File: src/rtl/uer_pkg.sv
// Shared types and constants for the ultrasonic echo ranger.
// Used by uer_in_reg, uer_core and the top level; depends on nothing.
package uer_pkg;

  // Measurement phase, one-hot encoded.
  typedef enum logic [3:0] {
    PH_IDLE      = 4'b0001,
    PH_WAIT_RISE = 4'b0010,
    PH_WAIT_FALL = 4'b0100,
    PH_COMPLETE  = 4'b1000
  } phase_t;

  // Status codes reported with every result.
  localparam logic [1:0] ST_IDLE      = 2'd0;
  localparam logic [1:0] ST_WAIT_RISE = 2'd1;
  localparam logic [1:0] ST_WAIT_FALL = 2'd2;
  localparam logic [1:0] ST_COMPLETE  = 2'd3;

  // Pulse width in microseconds times 1126/65536 gives centimeters.
  // The product is taken >> 8, which leaves Q8 centimeters.
  localparam logic [10:0] DIST_MUL     = 11'd1126;
  localparam int          DIST_SHIFT   = 8;
  localparam logic [15:0] TIMEOUT_RST  = 16'd60;

  localparam int POLL_W   = 65;
  localparam int RESULT_W = 23;
  localparam int S_DATA_W = 72;
  localparam int M_DATA_W = 24;

  typedef struct packed {
    logic [31:0] now_ms;
    logic [31:0] now_us;
    logic        echo_level;
  } poll_t;

  typedef struct packed {
    logic [18:0] distance_q8;
    logic        measured;
    logic [1:0]  status;
    logic        trigger;
  } result_t;

endpackage

File: src/rtl/ultrasonic_echo_ranger.sv
// Top level of the ultrasonic echo ranger.
// Instantiates uer_in_reg and uer_core; depends on uer_pkg.
//
// Each request on the s_ channel is one poll of an HC-SR04 style sensor:
// the sampled echo pin plus free-running microsecond and millisecond times.
// Every poll produces exactly one result request on the m_ channel with
// the trigger request, the phase after the poll, a measured flag and the
// distance in 1/256 cm (zero unless measured is set).
// The cfg_ channel writes the 16-bit timeout in milliseconds; cfg_ready is
// always high, and writes are expected only while no poll is in flight.
// A poll passes two registers: it is taken into the input register, and
// when the core takes it from there, the core computes it and loads the
// result register. Throughput is one poll per clock while m_tready is
// high; the phase update and the 16x11 bit distance multiply sit in the
// single stage between the two registers. When the receiver holds
// m_tready low, the result stays put, the input register still takes one
// more poll if it is empty, and once it holds one s_tready drops.
// Synchronous reset empties both registers, returns the phase to idle,
// clears the stored times and sets the timeout to 60 ms.
module ultrasonic_echo_ranger import uer_pkg::*; (
  input  logic                clk,
  input  logic                rst,
  input  logic                s_tvalid,
  output logic                s_tready,
  // [0] echo_level, [32:1] now_us, [64:33] now_ms, [71:65] zero
  input  logic [S_DATA_W-1:0] s_tdata,
  output logic                m_tvalid,
  input  logic                m_tready,
  // [0] trigger, [2:1] status, [3] measured, [22:4] distance_q8, [23] zero
  output logic [M_DATA_W-1:0] m_tdata,
  input  logic                cfg_valid,
  output logic                cfg_ready,
  input  logic [15:0]         cfg_data
);

  poll_t   in_poll;
  poll_t   held_poll;
  logic    held_valid;
  logic    held_take;
  result_t result;

  // The zero padding bits of s_tdata above the fields are ignored.
  assign in_poll   = s_tdata[POLL_W-1:0];
  assign cfg_ready = 1'b1;

  uer_in_reg u_in_reg (
    .clk        (clk),
    .rst        (rst),
    .in_valid   (s_tvalid),
    .in_ready   (s_tready),
    .in_poll    (in_poll),
    .held_valid (held_valid),
    .held_poll  (held_poll),
    .held_take  (held_take)
  );

  uer_core u_core (
    .clk        (clk),
    .rst        (rst),
    .cfg_valid  (cfg_valid),
    .cfg_data   (cfg_data),
    .in_valid   (held_valid),
    .in_poll    (held_poll),
    .in_take    (held_take),
    .out_valid  (m_tvalid),
    .out_result (result),
    .out_ready  (m_tready)
  );

  assign m_tdata = {1'b0, result};

endmodule

File: src/rtl/uer_in_reg.sv
// Input register stage of the ultrasonic echo ranger.
// Holds one poll request until the core takes it; depends on uer_pkg.
module uer_in_reg import uer_pkg::*; (
  input  logic  clk,
  input  logic  rst,
  input  logic  in_valid,
  output logic  in_ready,
  input  poll_t in_poll,
  output logic  held_valid,
  output poll_t held_poll,
  input  logic  held_take
);

  logic  valid;
  poll_t poll;

  assign in_ready   = !valid || held_take;
  assign held_valid = valid;
  assign held_poll  = poll;

  always_ff @(posedge clk) begin
    if (rst) begin
      valid <= 1'b0;
    end else if (in_ready) begin
      valid <= in_valid;
    end
  end

  always_ff @(posedge clk) begin
    if (in_valid && in_ready) begin
      poll <= in_poll;
    end
  end

endmodule

File: src/rtl/uer_core.sv
// Ranging core: phase state, timeout register, distance arithmetic and
// the result register. Depends on uer_pkg.
module uer_core import uer_pkg::*; (
  input  logic        clk,
  input  logic        rst,
  input  logic        cfg_valid,
  input  logic [15:0] cfg_data,
  input  logic        in_valid,
  input  poll_t       in_poll,
  output logic        in_take,
  output logic        out_valid,
  output result_t     out_result,
  input  logic        out_ready
);

  phase_t      phase;
  phase_t      phase_next;
  logic [31:0] trigger_time_ms;
  logic [31:0] trigger_time_next;
  logic [31:0] echo_rise_us;
  logic [31:0] echo_rise_next;
  logic [15:0] timeout_ms;
  logic        trig;
  logic        meas;
  logic [15:0] width;
  logic [26:0] product;
  logic [18:0] distance;
  logic [31:0] elapsed;
  logic [1:0]  status;
  logic        valid;
  result_t     result;

  assign in_take = in_valid && (!valid || out_ready);

  always_comb begin
    trig              = 1'b0;
    meas              = 1'b0;
    phase_next        = phase;
    trigger_time_next = trigger_time_ms;
    echo_rise_next    = echo_rise_us;
    width             = in_poll.now_us[15:0] - echo_rise_us[15:0];
    product           = 27'(width) * 27'(DIST_MUL);
    unique case (phase) inside
      PH_IDLE, PH_COMPLETE: begin
        trig              = 1'b1;
        trigger_time_next = in_poll.now_ms;
        phase_next        = PH_WAIT_RISE;
      end
      PH_WAIT_RISE: begin
        if (in_poll.echo_level) begin
          echo_rise_next = in_poll.now_us;
          phase_next     = PH_WAIT_FALL;
        end
      end
      PH_WAIT_FALL: begin
        if (!in_poll.echo_level) begin
          meas       = 1'b1;
          phase_next = PH_COMPLETE;
        end
      end
      default: phase_next = PH_IDLE;
    endcase
    distance = meas ? product[DIST_SHIFT +: 19] : 19'd0;
    // The timeout counts from the trigger time as updated by this poll.
    elapsed = in_poll.now_ms - trigger_time_next;
    if (elapsed >= {16'd0, timeout_ms}) begin
      phase_next = PH_IDLE;
    end
    unique case (phase_next)
      PH_IDLE:      status = ST_IDLE;
      PH_WAIT_RISE: status = ST_WAIT_RISE;
      PH_WAIT_FALL: status = ST_WAIT_FALL;
      PH_COMPLETE:  status = ST_COMPLETE;
      default:      status = ST_IDLE;
    endcase
  end

  always_ff @(posedge clk) begin
    if (rst) begin
      phase           <= PH_IDLE;
      trigger_time_ms <= 32'd0;
      echo_rise_us    <= 32'd0;
      timeout_ms      <= TIMEOUT_RST;
      valid           <= 1'b0;
    end else begin
      if (cfg_valid) begin
        timeout_ms <= cfg_data;
      end
      if (in_take) begin
        phase           <= phase_next;
        trigger_time_ms <= trigger_time_next;
        echo_rise_us    <= echo_rise_next;
        valid           <= 1'b1;
      end else if (out_ready) begin
        valid <= 1'b0;
      end
    end
  end

  always_ff @(posedge clk) begin
    if (in_take) begin
      result.trigger     <= trig;
      result.status      <= status;
      result.measured    <= meas;
      result.distance_q8 <= distance;
    end
  end

  assign out_valid  = valid;
  assign out_result = result;

  a_meas_status: assert property (@(posedge clk) disable iff (rst)
    valid && result.measured |-> result.status == ST_COMPLETE || result.status == ST_IDLE)
    else $error("measurement reported with a wrong status");

  a_dist_zero: assert property (@(posedge clk) disable iff (rst)
    valid && !result.measured |-> result.distance_q8 == 19'd0)
    else $error("distance not zero without a measurement");

  a_trig_status: assert property (@(posedge clk) disable iff (rst)
    valid && result.trigger |-> result.status == ST_WAIT_RISE || result.status == ST_IDLE)
    else $error("trigger reported with a wrong status");

  a_no_trig_meas: assert property (@(posedge clk) disable iff (rst)
    valid |-> !(result.trigger && result.measured))
    else $error("trigger and measurement in one poll");

  a_reset_idle: assert property (@(posedge clk)
    rst |=> phase == PH_IDLE && !valid)
    else $error("core not idle after reset");

endmodule

File: config.mk
export PLATFORM = sky130hd
export DESIGN_NAME = ultrasonic_echo_ranger
export DESIGN_NICKNAME = d
export VERILOG_FILES = /design/src/rtl/uer_pkg.sv /design/src/rtl/ultrasonic_echo_ranger.sv /design/src/rtl/uer_in_reg.sv /design/src/rtl/uer_core.sv
export SDC_FILE = /design/constraint.sdc
export NUM_CORES = 1
export LEC_CHECK = 0
export BUFFER_PORTS_ARGS = -buffer_cell sky130_fd_sc_hd__buf_2
export CAP_MARGIN = 20
export CORE_MARGIN = 2
export CORE_UTILIZATION = 50
export CTS_BUF_LIST = sky130_fd_sc_hd__clkbuf_4
export CTS_CLUSTER_DIAMETER = 150
export DETAILED_ROUTE_END_ITERATION = 10
export PLACE_DENSITY = 0.72
export SLEW_MARGIN = 15
export SYNTH_ARGS = -nofsm -noshare
export SYNTH_HDL_FRONTEND = slang
export SYNTH_SLANG_ARGS = --single-unit
File: constraint.sdc
create_clock -name clk -period 8.05 [get_ports clk]
set_input_delay 0.805 -clock clk [delete_from_list [all_inputs] [get_ports clk]]
set_output_delay 0.805 -clock clk [all_outputs]
set_load 0.1 [all_outputs]
**After elaboration in Yosys (flattened, before gate mapping)**

Index checks and enable logic that the tools add are counted.

- Word-level logic and storage cells: 44
- Register bits after elaboration: 142
- Input bits: 93

- Muxes and demuxes: 11
- Eq/ne operators: 7
- Add/subtract/negate cells: 2
- $lt $le $gt $ge: 1
- Multiply operators: 1
- Reduce and logical (&&, ||, !) cells: 9

Operator list:

| kind | number |
|---|---|
| 32-bit by 16-bit greater-or-equal comparator with 1-bit output | 1 |
| 32-bit two-way mux | 1 |
| 32-bit subtractor | 1 |
| 16-bit by 10-bit multiplier with 26-bit output, second input constant | 1 |
| 16-bit subtractor | 1 |
| 4-bit two-way mux | 3 |
| 4-bit one-hot mux with 3 select lines | 1 |
| 4-bit by 2-bit equality test with 1-bit output, second input constant | 2 |
| 4-bit by 3-bit equality test with 1-bit output, second input constant | 2 |
| 4-bit equality test, second input constant | 2 |
| 2-bit one-hot mux with 3 select lines | 1 |
| 1-bit two-way mux | 5 |
| 4-bit by 1-bit equality test with 1-bit output, second input constant | 1 |
| 3-bit AND reduction | 1 |
| 1-bit logical AND | 2 |
| 1-bit zero test | 2 |
| 1-bit logical OR | 2 |
| 2-bit nonzero test | 1 |
| 2-bit OR reduction | 1 |

**Depth between registers and ports, before layout**

Gate-level depths: netlist of the first run.

- Word-level depth: 8
- Gate-level depth with buffers: 32

**Modules after synthesis**

A second synthesis of the first run with hierarchy kept.

- Cells, all modules: 1135
- Area total of the unflattened synthesis: 11184.5 um2

Modules (own cells, without submodules):

| module | area each (um2) | instances | cells each |
|---|---|---|---|
| uer_core | 9155.0 | 1 | 1061 |
| uer_in_reg | 2006.9 | 1 | 70 |
| ultrasonic_echo_ranger | 22.5 | 1 | 4 |

**Least setup slack after synthesis of the first run**

No wires, ideal clock.

- Kind: reg-to-reg
- Start point: reg u_in_reg.poll, in the netlist u_in_reg.held_poll[1]
- End point: reg, netlist name u_core.out_result[22]
- Path slack: 1.376 ns
- Setup time: 0.254 ns
- Required time: 7.796 ns
- Arrival: 6.420 ns
- Cell stages (with the launch flop): 32
- Cell sequence: edfxtp_1 -> inv_1 -> ha_1 -> inv_1 -> fa_1 -> a21o_1 -> a21oi_1 -> o21ai_0 -> a21oi_1 -> o21bai_1 -> a21oi_1 -> o21bai_1 -> a21oi_1 -> xnor2_1 -> ha_1 -> ha_1 -> fa_1 -> fa_1 -> inv_1 -> fa_1 -> inv_1 -> ha_1 -> a21o_1 -> a21oi_1 -> a21oi_1 -> nor4_1 -> o21ai_1 -> a31oi_1 -> o21bai_1 -> a21oi_1 -> nor2b_1 -> o21a_1

- Longest elaborated chain between the ends: 2

RTL lines:

| item | RTL line | source |
|---|---|---|
| from (decl) | uer_in_reg.sv:15 | `poll_t poll;` |
| from (signal assigned) | uer_in_reg.sv:31 | `poll <= in_poll;` |
| 16-bit subtractor | uer_core.sv:41 | `width = in_poll.now_us[15:0] - echo_rise_us[15:0];` |
| 16-bit by 10-bit multiplier with 26-bit output | uer_core.sv:42 | `product = 27'(width) * 27'(DIST_MUL);` |

Every way passes these cells.
A chain may end at the register's enable or synchronous reset.

**Final worst setup path of the first run**

- Start point: reg u_in_reg.poll, in the netlist u_in_reg.held_poll[2]
- End point: reg, netlist name u_core.out_result[22]

- Longest elaborated chain between the ends: 2

RTL lines:

| item | RTL line |
|---|---|
| 16-bit subtractor | uer_core.sv:41 |
| 16-bit by 10-bit multiplier with 26-bit output | uer_core.sv:42 |

Every way passes these cells.

==> results.cfg, run 1 <==
[status]
status = completed

[run]
maxCapViolations = 0

[sta]
finClkSkew_ps = 28.2
setup_slack_ps = 634
slew_viol_final = 0
fin_tns_setup_ps = 0
max_slew_margin_pct = 45.7
max_freq_mhz = 135
final-hold-violation-count = 0
period_share_pct = 92.1
rsz0062_at_grt = false
final-setup-viol-count = 0
hold_ws_ps = 396
tightest_slew_ps = 810
fin_crit_ps = 7420

[synth]
netlist.area_leader.share_pct = 20.3
synth_common_cells = ha_1, inv_1, nor2_1
synth_most_common_cell = ha_1
synth_top_area_cell = edfxtp_1
synth_ff_type = edfxtp_1
syn_inst = 1129
ys_warn_count = 0
avgSynthCellArea_um2 = 9.42
ys_types = 73
async_reset_ff_share_pct = 0
syn_nets = 1399
synth-edff-count = 72
syn_area_mm2 = 0.0106
ys_ff_latch = 142
synth.area.top_cells = edfxtp_1, ha_1, dfxtp_1
synth_seq_area_share_pct = 33.5

[clocking]
cts_buffers = 17
cts_setup_buffers = 0
post_cts_resized = 0
clock_path_buffers = 2
postCtsHoldBufs = 0
cts_tree = built
root_buffer = clkbuf_4
cts.htree.levels = 4
clock_sinks = 142
clkLatencyLatePin_ps = 580
cts.clk_slew.worst_paths_ps = 150

[floorplan]
io_pins = 120
die_area_mm2 = 0.0225
die_w_um = 150
fp.dieH_um = 150
start_util_pct = 50.8
rows = 53
core_area_mm2 = 0.0210

[place]
place_hpwl_um = 16300
gp_congestion = 0.872
place_inst = 1468
port_buffers = 94
pre_cts_slack_ps = 657
placed_area_mm2 = 0.0113

[finish]
final_cells = 1501
syn2layout_area_growth_pct = 9.21
post-route-util_pct = 55.5
drive_gt1_share_pct = 12.8
finalInstanceArea_mm2 = 0.0116
nets = 1482

[worst_setup_path]
path_max_fanout = 5
crit_path_start_kind = flip-flop
cp_slowest_stage_delay_ps = 630
crit_type = reg -> reg
worstPathRequired_ps = 8410
crit_top_cell = inv_1
cp_data_arrival_time_ps = 7780
slowest_stage = a221oi_1
critPathCaptureType = flip-flop

[drt]
first_pass_iters = 6
routed_wl_um = 21300
ant_nets = 0
wl_per_cell_um = 14.2
drt_iter0_drc = 479
vias_per_cell = 5.32
vias = 7990
drc = 0

[grt]
grt_pass1_wl_um = 36300
globalRouteOverflowTotal = 0
grt_pass1_vias = 7780
grt_start_max_net_pins = 76
antenna_found_initial = 1
grt.total_usage_pct = 20.1

[hold_path]
hp-class = in -> reg

[pwr]
power_leakage_nw = 5.32
peakVddDrop_mv = 0.165
total_power_mw = 2.89
p_per_area_mw_per_mm2 = 249
==> worst paths after layout <==
path                                                           from                                   to  slack (ps)  cells past startpoint
worst min register to register  u_core.echo_rise_us[2]$_SDFFE_PP0P_  u_core.echo_rise_us[2]$_SDFFE_PP0P_         460                      2
worst max-delay path                u_in_reg.held_poll[2]$_DFFE_PP_  u_core.out_result[22]$_SDFFCE_PN0P_         630                     29
worst max register to register      u_in_reg.held_poll[2]$_DFFE_PP_  u_core.out_result[22]$_SDFFCE_PN0P_         630                     29
worst min-delay path                                     s_tdata[2]      u_in_reg.held_poll[2]$_DFFE_PP_         400                      1
==> worst max-delay path: cells and delay by family (launching register included) <==
kind            cells  cell delay, ps
fa+ha+maj           6            2530
xor+xnor            1             230
simple gates        4             530
compound gates     14            3270
flops               1             470
buf+inv             4             200
==> sequential cells by signal (all words and copies together), names as in the netlist <==
register and flops:
u_in_reg.held_poll 49, u_core.out_valid 1, u_core.trigger_time_ms 32, u_core.out_result 23, u_in_reg.held_valid 1, u_core.echo_rise_us 16
u_core.phase 4, u_core.timeout_ms 16
==> cell type report <==
cell class                      count  area [µm²]
Fill cell                        1907        9340
Multi-Input combinational cell    821        6440
Sequential cell                   142        3560
Timing Repair Buffer               98         500
Inverter                          132         495
Tap cell                          275         344
Clock inverter                     15         150
Clock buffer                       17         128
Antenna cell                        1        2.50
==> cell usage in the layout (no fill, tap or decap), types with 34 or more instances in the layout <==
cell	synthesis	layout
inv_1	129	129
mux2i_1	41	41
dfxtp_1	70	70
edfxtp_1	72	72
a21oi_1	85	85
nand2_1	85	85
o21ai_0	37	37
buf_2	3	94
nor2_1	98	98
fa_1	34	34
ha_1	143	143
==> power by group <==
part	switching, mW	internal (mW)	leakage [nW]
logic	0.905	0.704	3.90
clock network	0.302	0.164	0.150
registers	0.0209	0.796	1.27
==> cell families (layout without fill, tap and decap cells) <==
logic type | count (synthesis) | after routing | synth area share, %
flops | 142 | 142 | 33.5
simple gates | 301 | 301 | 13.5
other cells | 2 | 3 | 0.0706
mux | 42 | 42 | 3.96
fa+ha+maj | 177 | 177 | 23.2
xor+xnor | 53 | 53 | 4.43
buf+inv | 166 | 262 | 6.03
compound gates | 246 | 246 | 15.3
==> routing by layer <==
metal  vias up  GRT usage [%]  share of wire, %
met5         -              0                 0
met4         0           5.85               1.4
met3        19           3.05               3.4
met2       141           35.0                49
met1      3708           25.8                46
li1       4122              -                 -
Power figures use the tool's default switching activity.
==> run 2: changes to the inputs <==
- HOLD_SLACK_MARGIN: default -> 0.08
- MAX_ROUTING_LAYER: default -> met4
==> run 2 against run 1 <==
Net effect:
- clock power decreased by 2%
- combinational power about the same
- wire length fell by 0.53%
- total power fell by 0.40%
- global-route usage grew 0.45 points
- flip-flop and latch count did not move
- largest cell class unchanged
==> results.cfg, run 2 (synthesis results as in run 1) <==
[drt]
vias = 8006
ant_nets = 0
drc = 0
routed_wl_um = 21200
wl_per_cell_um = 14.1
vias_per_cell = 5.33
drt_iter0_drc = 338
first_pass_iters = 5

[worst_setup_path]
regToRegStartpoint = u_in_reg.held_poll[2]$_DFFE_PP_
slowest_stage = a221oi_1
rr_worst_depth = 29
r2r_end = u_core.out_result[22]$_SDFFCE_PN0P_
worstPathRequired_ps = 8400
regToRegSetupSlack_ps = 590
crit_type = reg -> reg
cp_slowest_stage_delay_ps = 600
crit_path_start_kind = flip-flop
critPathCaptureType = flip-flop
cp_data_arrival_time_ps = 7810
path_max_fanout = 5
crit_top_cell = inv_1

[sta]
tightest_slew_ps = 810
rsz0062_at_grt = false
max_freq_mhz = 134
fin_tns_setup_ps = 0
max_slew_margin_pct = 45.7
hold_ws_ps = 386
fin_crit_ps = 7460
final-setup-viol-count = 0
slew_viol_final = 0
final-hold-violation-count = 0
finClkSkew_ps = 20.3
period_share_pct = 92.6

[place]
gp_congestion = 0.881
port_buffers = 94
place_hpwl_um = 16400

[clocking]
cts_tree = built
clock_path_buffers = 2
post_cts_resized = 0
cts.htree.levels = 4
cts_setup_buffers = 0
cts.clk_slew.worst_paths_ps = 150
clock_sinks = 142
postCtsHoldBufs = 0
cts_buffers = 17
root_buffer = clkbuf_4
clkLatencyLatePin_ps = 580

[grt]
grt_pass1_wl_um = 36200
antenna_found_initial = 1
grt_start_max_net_pins = 76
grt_pass1_vias = 7802
globalRouteOverflowTotal = 0
grt.total_usage_pct = 20.5

[pwr]
power_leakage_nw = 5.32
total_power_mw = 2.88
p_per_area_mw_per_mm2 = 248
peakVddDrop_mv = 0.147

[finish]
layout_common_cells = ha_1, inv_1, nor2_1
nets = 1482
syn2layout_area_growth_pct = 9.11
final_common_cell = ha_1
largest_reg_flops = 49
drive_gt1_share_pct = 12.8

[hold_path]
hold_start = s_tdata[39]
hold_path_end = u_in_reg.held_poll[39]$_DFFE_PP_
hold_path_depth = 1
hp-class = in -> reg

[floorplan]
rows = 53
die_w_um = 150
io_pins = 120
die_area_mm2 = 0.0225
core_area_mm2 = 0.0210
start_util_pct = 50.8
fp.dieH_um = 150

[run]
maxCapViolations = 0

[status]
status = completed
run 2: cell types whose count changed in the layout (fill, tap and decap cells not counted), sizes merged:
cell    delta
inv        +3
clkinv     -2
bufinv     -1
run 2: metrics by stage:
| stage | cell area, µm² | setup WS (ps) | std cells | util [%] |
|---|---|---|---|---|
| floorplan | 10600 | 1380 | 1129 | - |
| global placement | 11300 | 817 | 1468 | 54.1 |
| detailed placement | 11300 | 724 | 1468 | 54.1 |
| CTS | 11600 | 612 | 1500 | 55.4 |
| global route | 11600 | 119 | 1501 | 55.4 |
| finish | 11600 | 592 | 1501 | 55.4 |
run 2: how the worst max path moves through the flow:
stage	from	to	cells past startpoint	slack, ps
2_1_floorplan	u_in_reg.held_poll[1]$_DFFE_PP_	u_core.out_result[22]$_SDFFCE_PN0P_	31	1380
3_3_place_gp	u_in_reg.held_poll[2]$_DFFE_PP_	u_core.out_result[22]$_SDFFCE_PN0P_	29	820
3_5_place_dp	u_in_reg.held_poll[2]$_DFFE_PP_	u_core.out_result[22]$_SDFFCE_PN0P_	29	720
4_1_cts	u_in_reg.held_poll[2]$_DFFE_PP_	u_core.out_result[22]$_SDFFCE_PN0P_	29	610
5_1_grt	u_in_reg.held_poll[2]$_DFFE_PP_	u_core.out_result[22]$_SDFFCE_PN0P_	29	120
6_report	u_in_reg.held_poll[2]$_DFFE_PP_	u_core.out_result[22]$_SDFFCE_PN0P_	29	590
run 2: per-layer routing:
metal / vias to the layer above / track usage [%] / routed length [µm]
met3: 30 / 3.20 / 561
met4: 0 / 5.99 / 388
met1: 3723 / 25.7 / 9950
met5: - / - / 0
li1: 4130 / - / -
met2: 123 / 34.4 / 10300
run 2: power by group:
group          switching [mW]  internal [mW]
combinational           0.905          0.703
sequential             0.0208          0.796
clock                   0.316          0.139
run 2: area by class of cell:
| type | instances | area [µm²] |
|---|---|---|
| Fill cell | 1916 | 9350 |
| Multi-Input combinational cell | 821 | 6440 |
| Sequential cell | 142 | 3560 |
| Timing Repair Buffer | 98 | 500 |
| Inverter | 132 | 495 |
| Tap cell | 275 | 344 |
| Clock inverter | 15 | 140 |
| Clock buffer | 17 | 128 |
| Antenna cell | 1 | 2.50 |
run 2: critical path, delay by kind of cell (launching register included):
kind                       cells  cell delay [ps]
AOI/OAI and AO/OA             14             3290
xor gates and xnor gates       1              230
adders and majority gates      6             2530
buffers and inverters          4              190
DFF                            1              480
and+or+nand+nor                4              530
==> run 3: changes to the inputs <==
- RECOVER_POWER: default -> 25
- SYNTH_HIERARCHICAL: default -> 1
==> run 3 against run 2 <==
Net effect:
- the run now ends with capacitance limit, slew limit left
- cell count shrank 0.13%
- area after synthesis up 0.60%
- clock power grew 16%
- combinational power rose by 14%
- non-clock buffer count grew 9
- first-iteration DRC count increased by 54%
- critical endpoint is now u_core/out_result[22]$_SDFFCE_PN0P_
- register-to-register slack got worse by 80 ps
- clock skew decreased by 1.3 ps
- critical path depth stayed put
- total power grew 11%
- clock-buffer cell count up 4
- via count is 1.4% higher
==> results.cfg, run 3 <==
[clocking]
cts_buffers = 17
cts.clk_slew.worst_paths_ps = 130
postCtsHoldBufs = 0
clock_sinks = 142
cts_tree = built
clkLatencyLatePin_ps = 560
cts.htree.levels = 4
clock_path_buffers = 2
root_buffer = clkbuf_4

[grt]
grt_start_max_net_pins = 67
grt_pass1_wl_um = 36700
globalRouteOverflowTotal = 0
antenna_found_initial = 1
grt_pass1_vias = 7750
grt.total_usage_pct = 20.9

[sta]
fin_tns_setup_ps = 0
slew_viol_final = 67
tightest_slew_ps = 3180
period_share_pct = 93.6
max_freq_mhz = 133
setup_slack_ps = 512
fin_crit_ps = 7540
finClkSkew_ps = 19.0
rsz0062_at_grt = false
final-setup-viol-count = 0
final-hold-violation-count = 0
max_slew_margin_pct = -112

[finish]
syn2layout_area_growth_pct = 10.4
layout_common_cells = ha_1, inv_1, nor2_1
fill_cells = 1910
largest_reg_flops = 49
drive_gt1_share_pct = 13.7
nets = 1480
final_common_cell = ha_1

[synth]
syn_nets = 1389
syn_area_mm2 = 0.0107
syn_inst = 1119
avgSynthCellArea_um2 = 9.57
ys_warn_count = 6

[worst_setup_path]
rr_worst_depth = 29
r2r_end = u_core/out_result[22]$_SDFFCE_PN0P_
regToRegSetupSlack_ps = 510
regToRegStartpoint = u_in_reg/held_poll[2]$_DFFE_PP_
cp_slowest_stage_delay_ps = 540
crit_top_cell = ha_1
crit_type = reg -> reg
critPathCaptureType = flip-flop
cp_data_arrival_time_ps = 7840
crit_path_start_kind = flip-flop
path_max_fanout = 4
slowest_stage = fa_1
worstPathRequired_ps = 8350

[drt]
vias = 8121
drc = 0
routed_wl_um = 22300
drt_iter0_drc = 522
ant_nets = 0
first_pass_iters = 4
vias_per_cell = 5.42
wl_per_cell_um = 14.9

[floorplan]
rows = 53
io_pins = 120
die_w_um = 150
core_area_mm2 = 0.0210
fp.dieH_um = 150
start_util_pct = 50.9
die_area_mm2 = 0.0226

[status]
violations = capacitance limit, slew limit
status = complete, but fails checks

[hold_path]
hp-class = in -> reg
hold_path_depth = 1
hold_start = s_tdata[37]
hold_path_end = u_in_reg/held_poll[37]$_DFFE_PP_

[place]
gp_congestion = 0.890
place_hpwl_um = 16800
port_buffers = 94
pre_cts_slack_ps = 292

[pwr]
peakVddDrop_mv = 0.184
p_sw_share_pct = 41.5
power_leakage_nw = 5.35
p_per_area_mw_per_mm2 = 270
power_switching_mw = 1.32
p_seq_share_pct = 25.8
combPwrFrac_pct = 57.6
pwr-share-clk_pct = 16.6
p_int_mw = 1.87

[run]
maxCapViolations = 1
[run 3: metrics by stage]
step	hold slack [ps]	total power, mW	instance area (µm²)	util (%)	std cells
after global placement	441	2.57	11500	54.5	1465
after global routing	356	3.48	11800	56.2	1499
after detailed placement	446	2.62	11500	54.5	1465
final	410	3.19	11800	56.2	1499
after floorplan	436	2.25	10700	-	1119
after CTS	376	3.17	11800	56.0	1497
[run 3: worst max-delay path: cells and delay by family, from the launching register on]
kind	cells	cell delay, ps
AOI/OAI and AO/OA	13	2870
xor gates and xnor gates	1	260
adders and majority gates	7	2850
buffers and inverters	2	90
DFF	1	470
and+or+nand+nor	6	760
[run 3: worst max path at each step]
stage          cells after the start  slack [ps]                       startpoint                             endpoint
6_report                          29         510  u_in_reg/held_poll[2]$_DFFE_PP_  u_core/out_result[22]$_SDFFCE_PN0P_
5_1_grt                           31          50  u_in_reg/held_poll[1]$_DFFE_PP_  u_core/out_result[22]$_SDFFCE_PN0P_
3_3_place_gp                      33         420  u_in_reg/held_poll[1]$_DFFE_PP_  u_core/out_result[22]$_SDFFCE_PN0P_
3_5_place_dp                      33         290  u_in_reg/held_poll[1]$_DFFE_PP_  u_core/out_result[22]$_SDFFCE_PN0P_
4_1_cts                           33         280  u_in_reg/held_poll[1]$_DFFE_PP_  u_core/out_result[22]$_SDFFCE_PN0P_
2_1_floorplan                     33         690  u_in_reg/held_poll[1]$_DFFE_PP_  u_core/out_result[22]$_SDFFCE_PN0P_
[run 3: per-layer routing]
layer | track usage, % | vias to the layer above | share of wire [%]
met5 | - | - | 0
met4 | 5.42 | 0 | 1.0
met3 | 3.30 | 17 | 3.5
met2 | 33.5 | 154 | 46
met1 | 27.7 | 3829 | 50
li1 | - | 4121 | -
[run 3: cell type report]
type / count / area, µm² / share of cell area (%)
diodes: 1 / 2.50 / 0.0212
clock buffers: 21 / 158 / 1.33
clock inverters: 11 / 168 / 1.42
inverters: 126 / 473 / 4.00
multi-input cells: 816 / 6550 / 55.4
flip-flops and latches: 142 / 3560 / 30.2
well taps: 275 / 344 / 2.91
repair buffers: 107 / 561 / 4.74
[run 3: timing repair]
item                       4_1_cts  5_1_grt
gates resized for setup          0        7
buffers inserted                 0        1
setup endpoints to repair        0        6
[run 3: power groups by stage]
stage                     sequential [mW]  combinational (mW)  clock, mW
after CTS                           0.823                1.80      0.548
after global routing                0.828                2.08      0.576
after global placement              0.838                1.73          0
final                               0.823                1.84      0.531
after floorplan                     0.871                1.38          0
after detailed placement            0.840                1.78          0
